<file path="src/design/crcpf_pkg.sv">
`default_nettype none

package crcpf_pkg;

   localparam logic [15:0] CRC_INIT    = 16'hFFFF;
   localparam logic [15:0] CRC_POLY    = 16'h1021;
   localparam logic [31:0] PAIRING_KEY = 32'h54D2EE63;

   // one input item
   typedef struct packed {
      logic [7:0] data_byte;
      logic       final_byte;
      logic       use_pairing_key;
   } req_type;

   // one result item
   typedef struct packed {
      logic [7:0] out_byte;
      logic       is_check_byte;
      logic       packet_end;
   } rsp_type;

   // classified item handed from front to back, crc already includes data_byte
   typedef struct packed {
      logic [7:0]  data_byte;
      logic        final_byte;
      logic        use_pairing_key;
      logic [15:0] crc;
   } entry_type;

   typedef struct packed {
      logic full;
      logic empty;
   } queue_status_type;

   // what the output register currently holds
   typedef enum logic [1:0] {
      PH_ECHO,
      PH_HIGH,
      PH_LOW
   } phase_type;

   // msb-first crc-16 update over one byte
   function automatic logic [15:0] crc_byte(input logic [15:0] crc, input logic [7:0] data);
      logic [15:0] r;
      r = crc;
      for (int k = 7; k >= 0; k--) begin
         if (r[15] ^ data[k]) begin
            r = {r[14:0], 1'b0} ^ CRC_POLY;
         end else begin
            r = {r[14:0], 1'b0};
         end
      end
      return r;
   endfunction

   // two bytes, high byte first
   function automatic logic [15:0] crc_half(input logic [15:0] crc, input logic [15:0] data);
      logic [15:0] r;
      r = crc_byte(crc, data[15:8]);
      r = crc_byte(r, data[7:0]);
      return r;
   endfunction

endpackage

`default_nettype wire

</file>
<file path="src/design/crcpf_front.sv">
`default_nettype none

module crcpf_front (
   input  wire logic                 clock,
   input  wire logic                 reset,
   input  wire logic                 push,
   input  wire crcpf_pkg::req_type   req_data,
   input  wire logic                 q_full,
   output logic                      q_push,
   output crcpf_pkg::entry_type      q_entry
);

   logic [15:0] crc_ff;
   logic [15:0] crc_in;
   logic [15:0] crc_next;

   assign crc_next = crcpf_pkg::crc_byte(crc_ff, req_data.data_byte);
   assign q_push   = push && !q_full;

   always_comb begin
      q_entry.data_byte       = req_data.data_byte;
      q_entry.final_byte      = req_data.final_byte;
      q_entry.use_pairing_key = req_data.use_pairing_key;
      q_entry.crc             = crc_next;
   end

   // running crc restarts after the last byte of a packet
   always_comb begin
      crc_in = crc_ff;
      if (q_push) begin
         crc_in = req_data.final_byte ? crcpf_pkg::CRC_INIT : crc_next;
      end
   end

   always_ff @(posedge clock) begin
      if (reset) begin
         crc_ff <= crcpf_pkg::CRC_INIT;
      end else begin
         crc_ff <= crc_in;
      end
   end

endmodule

`default_nettype wire

</file>
<file path="src/design/crcpf_queue.sv">
`default_nettype none

module crcpf_queue #(
   parameter int DEPTH = 4
) (
   input  wire logic                    clock,
   input  wire logic                    reset,
   input  wire logic                    wr_en,
   input  wire crcpf_pkg::entry_type    wr_entry,
   input  wire logic                    rd_en,
   output crcpf_pkg::entry_type         rd_entry,
   output crcpf_pkg::queue_status_type  status
);

   localparam int PW = (DEPTH > 1) ? $clog2(DEPTH) : 1;
   localparam int CW = $clog2(DEPTH + 1);
   localparam logic [PW-1:0] LAST_PTR = PW'(DEPTH - 1);
   localparam logic [CW-1:0] FULL_CNT = CW'(DEPTH);

   crcpf_pkg::entry_type slot_ff [DEPTH];
   logic [PW-1:0] wr_ptr_ff, wr_ptr_in;
   logic [PW-1:0] rd_ptr_ff, rd_ptr_in;
   logic [CW-1:0] count_ff, count_in;
   logic          do_wr, do_rd;

   assign status.full  = (count_ff == FULL_CNT);
   assign status.empty = (count_ff == '0);
   assign do_wr        = wr_en && !status.full;
   assign do_rd        = rd_en && !status.empty;
   assign rd_entry     = slot_ff[rd_ptr_ff];

   always_comb begin
      wr_ptr_in = wr_ptr_ff;
      rd_ptr_in = rd_ptr_ff;
      count_in  = count_ff;
      if (do_wr) begin
         wr_ptr_in = (wr_ptr_ff == LAST_PTR) ? '0 : wr_ptr_ff + 1'b1;
      end
      if (do_rd) begin
         rd_ptr_in = (rd_ptr_ff == LAST_PTR) ? '0 : rd_ptr_ff + 1'b1;
      end
      if (do_wr && !do_rd) begin
         count_in = count_ff + 1'b1;
      end else if (do_rd && !do_wr) begin
         count_in = count_ff - 1'b1;
      end
   end

   always_ff @(posedge clock) begin
      if (reset) begin
         wr_ptr_ff <= '0;
         rd_ptr_ff <= '0;
         count_ff  <= '0;
      end else begin
         wr_ptr_ff <= wr_ptr_in;
         rd_ptr_ff <= rd_ptr_in;
         count_ff  <= count_in;
      end
   end

   always_ff @(posedge clock) begin
      if (do_wr) begin
         slot_ff[wr_ptr_ff] <= wr_entry;
      end
   end

endmodule

`default_nettype wire

</file>
<file path="src/design/crcpf_back.sv">
`default_nettype none

module crcpf_back (
   input  wire logic                  clock,
   input  wire logic                  reset,
   input  wire logic [31:0]           client_key,
   input  wire logic                  q_empty,
   input  wire crcpf_pkg::entry_type  q_entry,
   output logic                       q_pop,
   input  wire logic                  pop,
   output logic                       empty,
   output crcpf_pkg::rsp_type         rsp_data
);

   crcpf_pkg::phase_type phase_ff, phase_in;
   logic               out_valid_ff, out_valid_in;
   crcpf_pkg::rsp_type out_ff, out_in;
   logic [15:0]        crc_ff, crc_in;
   logic [15:0]        key_lo_ff, key_lo_in;
   logic               final_ff, final_in;
   logic [31:0]        key_sel;
   logic [15:0]        crc_fin;
   logic               out_free, load_high, load_low;

   assign out_free  = !out_valid_ff || pop;
   assign load_high = out_valid_ff && (phase_ff == crcpf_pkg::PH_ECHO) && final_ff;
   assign load_low  = out_valid_ff && (phase_ff == crcpf_pkg::PH_HIGH);
   assign q_pop     = out_free && !load_high && !load_low && !q_empty;
   assign key_sel   = q_entry.use_pairing_key ? crcpf_pkg::PAIRING_KEY : client_key;
   assign crc_fin   = crcpf_pkg::crc_half(crc_ff, key_lo_ff);

   assign empty    = !out_valid_ff;
   assign rsp_data = out_ff;

   // next state
   always_comb begin
      phase_in     = phase_ff;
      out_valid_in = out_valid_ff;
      if (out_free) begin
         out_valid_in = load_high || load_low || q_pop;
         if (load_high) begin
            phase_in = crcpf_pkg::PH_HIGH;
         end else if (load_low) begin
            phase_in = crcpf_pkg::PH_LOW;
         end else if (q_pop) begin
            phase_in = crcpf_pkg::PH_ECHO;
         end
      end
   end

   // datapath: key folded in two halves, upper half at dequeue
   always_comb begin
      out_in    = out_ff;
      crc_in    = crc_ff;
      key_lo_in = key_lo_ff;
      final_in  = final_ff;
      if (out_free) begin
         if (load_high) begin
            crc_in = crc_fin;
            out_in = '{out_byte: crc_fin[15:8], is_check_byte: 1'b1, packet_end: 1'b0};
         end else if (load_low) begin
            out_in = '{out_byte: crc_ff[7:0], is_check_byte: 1'b1, packet_end: 1'b1};
         end else if (q_pop) begin
            crc_in    = crcpf_pkg::crc_half(q_entry.crc, key_sel[31:16]);
            key_lo_in = key_sel[15:0];
            final_in  = q_entry.final_byte;
            out_in    = '{out_byte: q_entry.data_byte, is_check_byte: 1'b0, packet_end: 1'b0};
         end
      end
   end

   always_ff @(posedge clock) begin
      if (reset) begin
         phase_ff     <= crcpf_pkg::PH_ECHO;
         out_valid_ff <= 1'b0;
         final_ff     <= 1'b0;
      end else begin
         phase_ff     <= phase_in;
         out_valid_ff <= out_valid_in;
         final_ff     <= final_in;
      end
   end

   always_ff @(posedge clock) begin
      out_ff    <= out_in;
      crc_ff    <= crc_in;
      key_lo_ff <= key_lo_in;
   end

endmodule

`default_nettype wire

</file>
<file path="src/design/crc16_keyed_packet_framer.sv">
// flow: an accepted byte goes into the queue, then shows as its echo in the output
// register; crc high and low follow on the next two output transfers, key fold split
// over dequeue and high load. throughput: one non-final byte per cycle while popped;
// a final byte adds two check bytes, the single output register showing one at a time
// reset: synchronous active high; clears the queue, empties the output and sets
// the running crc to 0xffff and client_key to 0
`default_nettype none

module crc16_keyed_packet_framer #(
   parameter int QUEUE_DEPTH = 4
) (
   input  wire logic                clock,
   input  wire logic                reset,
   // input channel
   input  wire logic                push,
   output logic                     full,
   input  wire crcpf_pkg::req_type  req_data,
   // result channel
   output logic                     empty,
   input  wire logic                pop,
   output crcpf_pkg::rsp_type       rsp_data,
   // client key write
   input  wire logic                csr_valid,
   output logic                     csr_ready,
   input  wire logic [31:0]         csr_wdata
);

   logic [31:0]                 client_key_ff, client_key_in;
   logic                        q_push, q_pop;
   crcpf_pkg::entry_type        q_wr_entry, q_rd_entry;
   crcpf_pkg::queue_status_type q_status;

   // key register always takes a transfer
   assign csr_ready     = 1'b1;
   assign client_key_in = (csr_valid && csr_ready) ? csr_wdata : client_key_ff;

   always_ff @(posedge clock) begin
      if (reset) begin
         client_key_ff <= '0;
      end else begin
         client_key_ff <= client_key_in;
      end
   end

   // input side stalls only when the queue is full
   assign full = q_status.full;

   // front: running crc and classification of each byte
   crcpf_front u_front (
      .clock    (clock),
      .reset    (reset),
      .push     (push),
      .req_data (req_data),
      .q_full   (q_status.full),
      .q_push   (q_push),
      .q_entry  (q_wr_entry)
   );

   // decoupling queue between front and back
   crcpf_queue #(
      .DEPTH (QUEUE_DEPTH)
   ) u_queue (
      .clock    (clock),
      .reset    (reset),
      .wr_en    (q_push),
      .wr_entry (q_wr_entry),
      .rd_en    (q_pop),
      .rd_entry (q_rd_entry),
      .status   (q_status)
   );

   // back: echo, key fold and check bytes
   crcpf_back u_back (
      .clock      (clock),
      .reset      (reset),
      .client_key (client_key_ff),
      .q_empty    (q_status.empty),
      .q_entry    (q_rd_entry),
      .q_pop      (q_pop),
      .pop        (pop),
      .empty      (empty),
      .rsp_data   (rsp_data)
   );

   // queue can never claim to be full and empty at once
   assert property (@(posedge clock) disable iff (reset)
      !(q_status.full && q_status.empty))
      else $error("queue full and empty together");

   // crc high byte transfer is always followed by the low byte right away
   assert property (@(posedge clock) disable iff (reset)
      (!empty && pop && rsp_data.is_check_byte && !rsp_data.packet_end)
      |=> (!empty && rsp_data.is_check_byte && rsp_data.packet_end))
      else $error("crc low byte missing after high byte");

   // end of packet only on a check byte
   assert property (@(posedge clock) disable iff (reset)
      (!empty && rsp_data.packet_end) |-> rsp_data.is_check_byte)
      else $error("packet end on a payload byte");

   // leaving reset, input side is open
   assert property (@(posedge clock)
      ($past(reset) && !reset) |-> !full)
      else $error("full right after reset");

endmodule

`default_nettype wire

</file>
<file path="config.mk">
export PLATFORM = sky130hd
export DESIGN_NAME = crc16_keyed_packet_framer
export DESIGN_NICKNAME = d
export VERILOG_FILES = /design/src/design/crcpf_pkg.sv /design/src/design/crcpf_front.sv /design/src/design/crcpf_queue.sv /design/src/design/crcpf_back.sv /design/src/design/crc16_keyed_packet_framer.sv
export SDC_FILE = /design/constraint.sdc
export NUM_CORES = 1
export LEC_CHECK = 0
export BUFFER_PORTS_ARGS = -buffer_cell sky130_fd_sc_hd__buf_2
export CORE_MARGIN = 10
export CORE_UTILIZATION = 29
export CTS_BUF_LIST = sky130_fd_sc_hd__clkbuf_8
export DETAILED_ROUTE_END_ITERATION = 16
export PLACE_DENSITY = 0.51
export RECOVER_POWER = 25
export SLEW_MARGIN = 40
export SYNTH_ARGS = -nofsm -noshare
export SYNTH_HDL_FRONTEND = slang
export SYNTH_SLANG_ARGS = --single-unit
export TNS_END_PERCENT = 20
</file>
<file path="constraint.sdc">
create_clock -name clock -period 3.7 [get_ports clock]
set_input_delay 0 -clock clock [delete_from_list [all_inputs] [get_ports clock]]
set_output_delay 0 -clock clock [all_outputs]
set_load 0.05 [all_outputs]
</file>
# Word level (Yosys, flattened, before mapping)
# Memories as Yosys holds them, arrays and structs flattened. A register that Yosys moved wholly into a read port is not among the register bits.
# Cells that the tools add are included.
[op_classes]
n_reduce_logical = 30
n_eq_ne = 5
addsub = 4
mux = 119
n_bitwise = 82
[op_table]
columns = ["cell", "n"]
rows = [
  ["two-way mux 16 bit", 64],
  ["two-way mux 13 bit", 40],
  ["NOT 3 bit", 40],
  ["bitwise XOR 1 bit", 40],
  ["two-way mux 32 bit", 1],
  ["two-way mux 10 bit", 3],
  ["two-way mux 2 bit", 7],
  ["logical AND 1 bit", 11],
  ["logical NOT 1 bit", 7],
  ["two-way mux 3 bit", 2],
  ["adder 2 x 1 -> 2 bit (second input constant)", 2],
  ["equality test 2 bit (second input constant)", 2],
  ["AND reduction 4 bit", 1],
  ["nonzero test 2 bit", 2],
  ["adder 3 x 1 -> 3 bit (second input constant)", 1],
  ["equality test 3 bit (second input constant)", 1],
  ["logical NOT 3 bit", 1],
  ["logical OR 1 bit", 3],
  ["AND reduction 3 bit", 1],
  ["nonzero test 3 bit", 1],
  ["subtractor 3 x 1 -> 3 bit (second input constant)", 1],
  ["equality test 2 x 1 -> 1 bit (second input constant)", 1],
  ["logical NOT 2 bit", 1],
  ["two-way mux 1 bit", 2],
  ["4 further kinds", 5],
]
[totals]
output_inout_bits = 13
inputBits = 47
register_bits = 101
ram_bits = 104
mem_count = 1
elab_cells = 254
[memory_table]
columns = ["memory", "depth", "width", "read_ports", "rd_ports_with_merged_regs", "write_ports", "line_no", "source"]
rows = [
  ["u_queue.slot_ff", 4, 26, 1, 1, 1, "crcpf_queue.sv:20", "crcpf_pkg::entry_type slot_ff [DEPTH];"],
]

# Longest topological paths before layout
[logic_depth]
depth_word = 100
depth_mapped = 10
mapped_depth_nobuf = 9

# Cells and area by module
# Synthesis repeated with hierarchy kept, for this count alone.
[unflattened]
hier_cells = 646
area_unflattened_um2 = 9459.1
[by_module_without_submodules]
columns = ["module", "cells_per_inst", "seq_area_each_um2", "area_each_um2", "n_inst"]
rows = [
  ["crcpf_queue", 186, 3303.2, 4245.3, 1],
  ["crcpf_back", 272, 1341.3, 3150.5, 1],
  ["crc16_keyed_packet_framer", 105, 640.6, 1174.9, 1],
  ["crcpf_front", 83, 320.3, 888.4, 1],
]

# Worst setup path before layout
# No wires, ideal clock.
[synth_timing]
kind = "register -> register"
startpoint = "reg u_queue.count_ff[0]"
endpoint = "reg u_queue.count_ff[2]"
slack_ns = 0.575
setup_time_ns = 0.070
path_buffers = 2
synth_period_minus_slack_ns = 3.125
arrival_ns = 3.055
stages_incl_launch_ff = 11
required_ns = 3.630
path_cell_list = "dfxtp_1 -> nor3b_1 -> nor2b_1 -> clkbuf_1 -> clkbuf_1 -> ha_1 -> inv_1 -> fa_1 -> xor2_1 -> or3_1 -> a21oi_1"
[synth_via]
elab_chain_len = 7
elab_cells_between_ends = 17
cone_classes = "add/sub: 2; eq/ne: 1; mux: 2; reduce/logical: 12"
[synth_rtl]
columns = ["element", "line_no", "source"]
rows = [
  ["from (decl)", "crcpf_queue.sv:23", "logic [CW-1:0] count_ff, count_in;"],
  ["from (signal assigned)", "crcpf_queue.sv:57", "count_ff <= count_in;"],
  ["equality test 3 bit (*)", "crcpf_queue.sv:26", "assign status.full = (count_ff == FULL_CNT);"],
  ["named net full", "crc16_keyed_packet_framer.sv:16", "output logic full,"],
  ["logical NOT 1 bit (*)", "crcpf_front.sv:18", "assign q_push = push && !q_full;"],
  ["logical AND 1 bit (*)", "crcpf_front.sv:18", ""],
  ["named net q_push", "crc16_keyed_packet_framer.sv:29", "logic q_push, q_pop;"],
  ["logical AND 1 bit (*)", "crcpf_queue.sv:28", "assign do_wr = wr_en && !status.full;"],
  ["logical NOT 1 bit", "crcpf_queue.sv:44", "end else if (do_rd && !do_wr) begin"],
  ["logical AND 1 bit", "crcpf_queue.sv:44", ""],
  ["nonzero test 2 bit (no line)", "n/a", ""],
]
# Mark *: on every way through the listed nets, which the timed path passes. The rest lies on a longest branch. The select of a mux whose other input is x is not followed.
# A chain may end at the register's enable or synchronous reset.

==> impl_metrics.env <==
export IMPL_required_ns=4.09
export IMPL_insertion_delay_ns=0.53
export IMPL_ys_types=44
export IMPL_final_util_pct=35.1
export IMPL_finalSetupTns_ns=0
export IMPL_critPathMaxStageDelay_ns=0.86
export IMPL_fp_dieH_um=198
export IMPL_grt_pass1_vias=5507
export IMPL_crit_slowest_cell="mux4_2"
export IMPL_multi_input_area_um2=3410
export IMPL_synth_top_family_by_area="XOR/XNOR gates"
export IMPL_synth_compound_area_share_pct=3.04
export IMPL_crit_type="reg -> reg"
export IMPL_fillCellCount=3096
export IMPL_ff2ff_setup_slack_ns=0.73
export IMPL_grt_start_max_net_pins=36
export IMPL_rsz0062_at_grt="false"
export IMPL_finalSetupViolations=0
export IMPL_drc=0
export IMPL_start_util_pct=29.3
export IMPL_place_congestion=0.761
export IMPL_diodes=0
export IMPL_drive_gt1_share_pct=17.9
export IMPL_status="finished, violations left"
export IMPL_max_slew_worst_pin_slew_ns=1.81
export IMPL_muxShareOfSynthArea_pct=10.8
export IMPL_hold_class="in -> reg"
export IMPL_synth_area_top_cells="edfxtp_1 48%, dfxtp_1 13%, xnor2_1 7.4%"
export IMPL_synth_edf_count=146
export IMPL_ant_nets=0
export IMPL_antenna_found_initial=0
export IMPL_seq_area_um2=5610
export IMPL_yosysTopAreaCell="edfxtp_1"
export IMPL_cts_setup_buffers=0
export IMPL_final_hold_violation_count=0
export IMPL_fin_crit_ns=2.97
export IMPL_avgRoutedWirePerCell_um=18.1
export IMPL_period_share_pct=80.3
export IMPL_relSlewSlack_pct=-20.9
export IMPL_max_freq_mhz=337
export IMPL_synthToLayoutAreaGrowth_pct=19.9
export IMPL_drtPass1Iterations=4
export IMPL_drtIter0Drc=314
export IMPL_ys_ff_latch=207
export IMPL_dpl_hpwl_um=14500
export IMPL_cts_root_buf="clkbuf_8"
export IMPL_clkTransAtPathRegs_ns=0.07
export IMPL_synth_top_area_share_pct=47.7
export IMPL_synthArstFlopShare_pct=0
export IMPL_grt_ovfl_total=0
export IMPL_clkSinkCount=207
export IMPL_synth_xor_area_share_pct=15.1
export IMPL_yosysWarnings=0
export IMPL_portBuffers=58
export IMPL_violations="max-capacitance violations, max-slew violations"
export IMPL_grt_pass1_wl_um=32900
export IMPL_synth_avg_cell_area_um2=14.7
export IMPL_crit_path_start_kind="flop"
export IMPL_vias=5199
export IMPL_cts_resized_gates=0
export IMPL_die_w_um=198
export IMPL_critical_path_arrival_ns=3.36
export IMPL_groute_usage_overall_pct=11.0
export IMPL_cts_tree="built"
export IMPL_synth_area_um2=9190
export IMPL_vias_per_cell=4.39
export IMPL_rows=65
export IMPL_path_cells="mux4_2 > nor2_1 > xnor2_2 > xnor2_2 > xnor3_1 > o21ai_1"
export IMPL_cts_hold_buf=43
export IMPL_syn_nets=681
export IMPL_pin_count=60
export IMPL_clockBufferDepth=3
export IMPL_max_cap_violations=1
export IMPL_yosys_area_share_simple_pct=6.96
export IMPL_crit_top_cell="xnor2_2"
export IMPL_drt_wl_total_um=21400
export IMPL_synth_ff_type="edfxtp_1"
export IMPL_numCtsBuffers=38
export IMPL_finalMaxSlewViolations=36
export IMPL_skew_ns=0.0312
export IMPL_synth_fa_ha_area_share_pct=1.03
export IMPL_synthCells=627
export IMPL_end_kind="flop"
export IMPL_dieArea_um2=39200
export IMPL_htreeDepth=2
export IMPL_fin_nets=806
export IMPL_crit_path_max_fanout=32
export IMPL_ys_seq_area_share_pct=61.0
export IMPL_coreArea_um2=31400
state kept, by name, indices dropped and copies added, names as in the netlist, named ones only:
| name | cells |
|---|---|
| client_key_ff | 32 |
| u_back.rsp_data | 10 |
| u_queue.count_ff | 3 |
| u_back.key_lo_ff | 16 |
| u_back.phase_ff | 2 |
| u_queue.wr_ptr_ff | 2 |
| u_queue.slot_ff | 104 |
| u_front.crc_ff | 16 |
| u_back.final_ff | 1 |
| u_back.out_valid_ff | 1 |
| u_back.crc_ff | 16 |
| u_queue.rd_ptr_ff | 2 |
metrics by stage:
| step | hold WS (ns) | instances | setup WS [ns] | cell area (um2) |
|---|---|---|---|---|
| after floorplan | 0.0989 | 627 | 0.575 | 9190 |
| after global placement | 0.221 | 1071 | 0.648 | 9930 |
| after detailed placement | 0.224 | 1071 | 0.659 | 9940 |
| after CTS | 0.0156 | 1184 | 0.663 | 11100 |
| after global routing | 0.0724 | 1184 | 0.479 | 11000 |
| final | 0.0442 | 1184 | 0.730 | 11000 |
cell type report:
type	count	share of cell area, %
well taps	402	4.57
repair buffers	114	7.13
clock buffers	40	5.00
flip-flops and latches	207	50.9
inverters	8	0.273
clock inverters	30	1.17
multi-input cells	383	31.0
layer usage:
metal	up-vias	wire, um	GRT usage [%]
met5	-	0	0
met4	0	366	3.45
met3	27	1270	2.50
met2	101	9910	16.8
met1	2561	9880	15.2
li1	2510	-	-
Yosys cell counts, types with 6 or more instances:
| master | instances |
|---|---|
| edfxtp_1 | 146 |
| xnor2_1 | 78 |
| dfxtp_1 | 61 |
| nor2_1 | 58 |
| mux2i_1 | 39 |
| xor2_1 | 29 |
| nand2_1 | 24 |
| mux4_2 | 21 |
| clkbuf_1 | 17 |
| nand2b_1 | 17 |
| o22ai_1 | 15 |
| nor2b_1 | 11 |
| or2_2 | 11 |
| a21oi_1 | 10 |
| xnor3_1 | 10 |
| o21ai_1 | 9 |
| a22oi_1 | 8 |
| inv_1 | 8 |
| xnor2_2 | 7 |
| ha_1 | 6 |
path summary, 6_finish.rpt:
check,startpoint,end,cells after the start
worst max-delay path,flop,u_back.crc_ff[12]$_DFFE_PP_,6
worst min-delay path,csr_valid,client_key_ff[16]$_SDFFE_PP0P_,3
worst max register to register,flop,u_back.crc_ff[12]$_DFFE_PP_,6
worst min register to register,client_key_ff[6]$_SDFFE_PP0P_,client_key_ff[6]$_SDFFE_PP0P_,2
worst max-delay path, delay by kind of cell, from the launching register on:
family | cells | cell delay [ns]
AO/OA/AOI/OAI | 1 | 0.11
XOR/XNOR | 3 | 0.94
flip-flops | 1 | 0.64
multiplexers | 1 | 0.86
AND/OR/NAND/NOR | 1 | 0.27
cell usage in the layout, fill, tap and decap left out, drive strengths merged, types with 2 or more instances in the layout:
cell / count
dlygate4sd3: 43
nand2: 24
clkbuf: 64
a22oi: 8
clkinv: 11
o22ai: 15
xnor3: 12
buf: 47
mux2i: 39
o21ai: 12
xnor2: 85
dfxtp: 61
xor2: 30
xor3: 2
mux4: 26
edfxtp: 146
inv: 26
nor2b: 11
nand2b: 17
nor3: 2
and2: 5
nor2: 59
or2: 11
ha: 6
a21oi: 10
cells by family after synthesis:
logic type      count (synthesis)
xor+xnor                      129
buf+inv                        37
other cells                     1
simple gates                  134
flops                         207
fa+ha+maj                       7
mux                            65
compound gates                 47
Power is not shown: default switching activity piles up to over one toggle a cycle in this logic, so the estimate is an artifact.
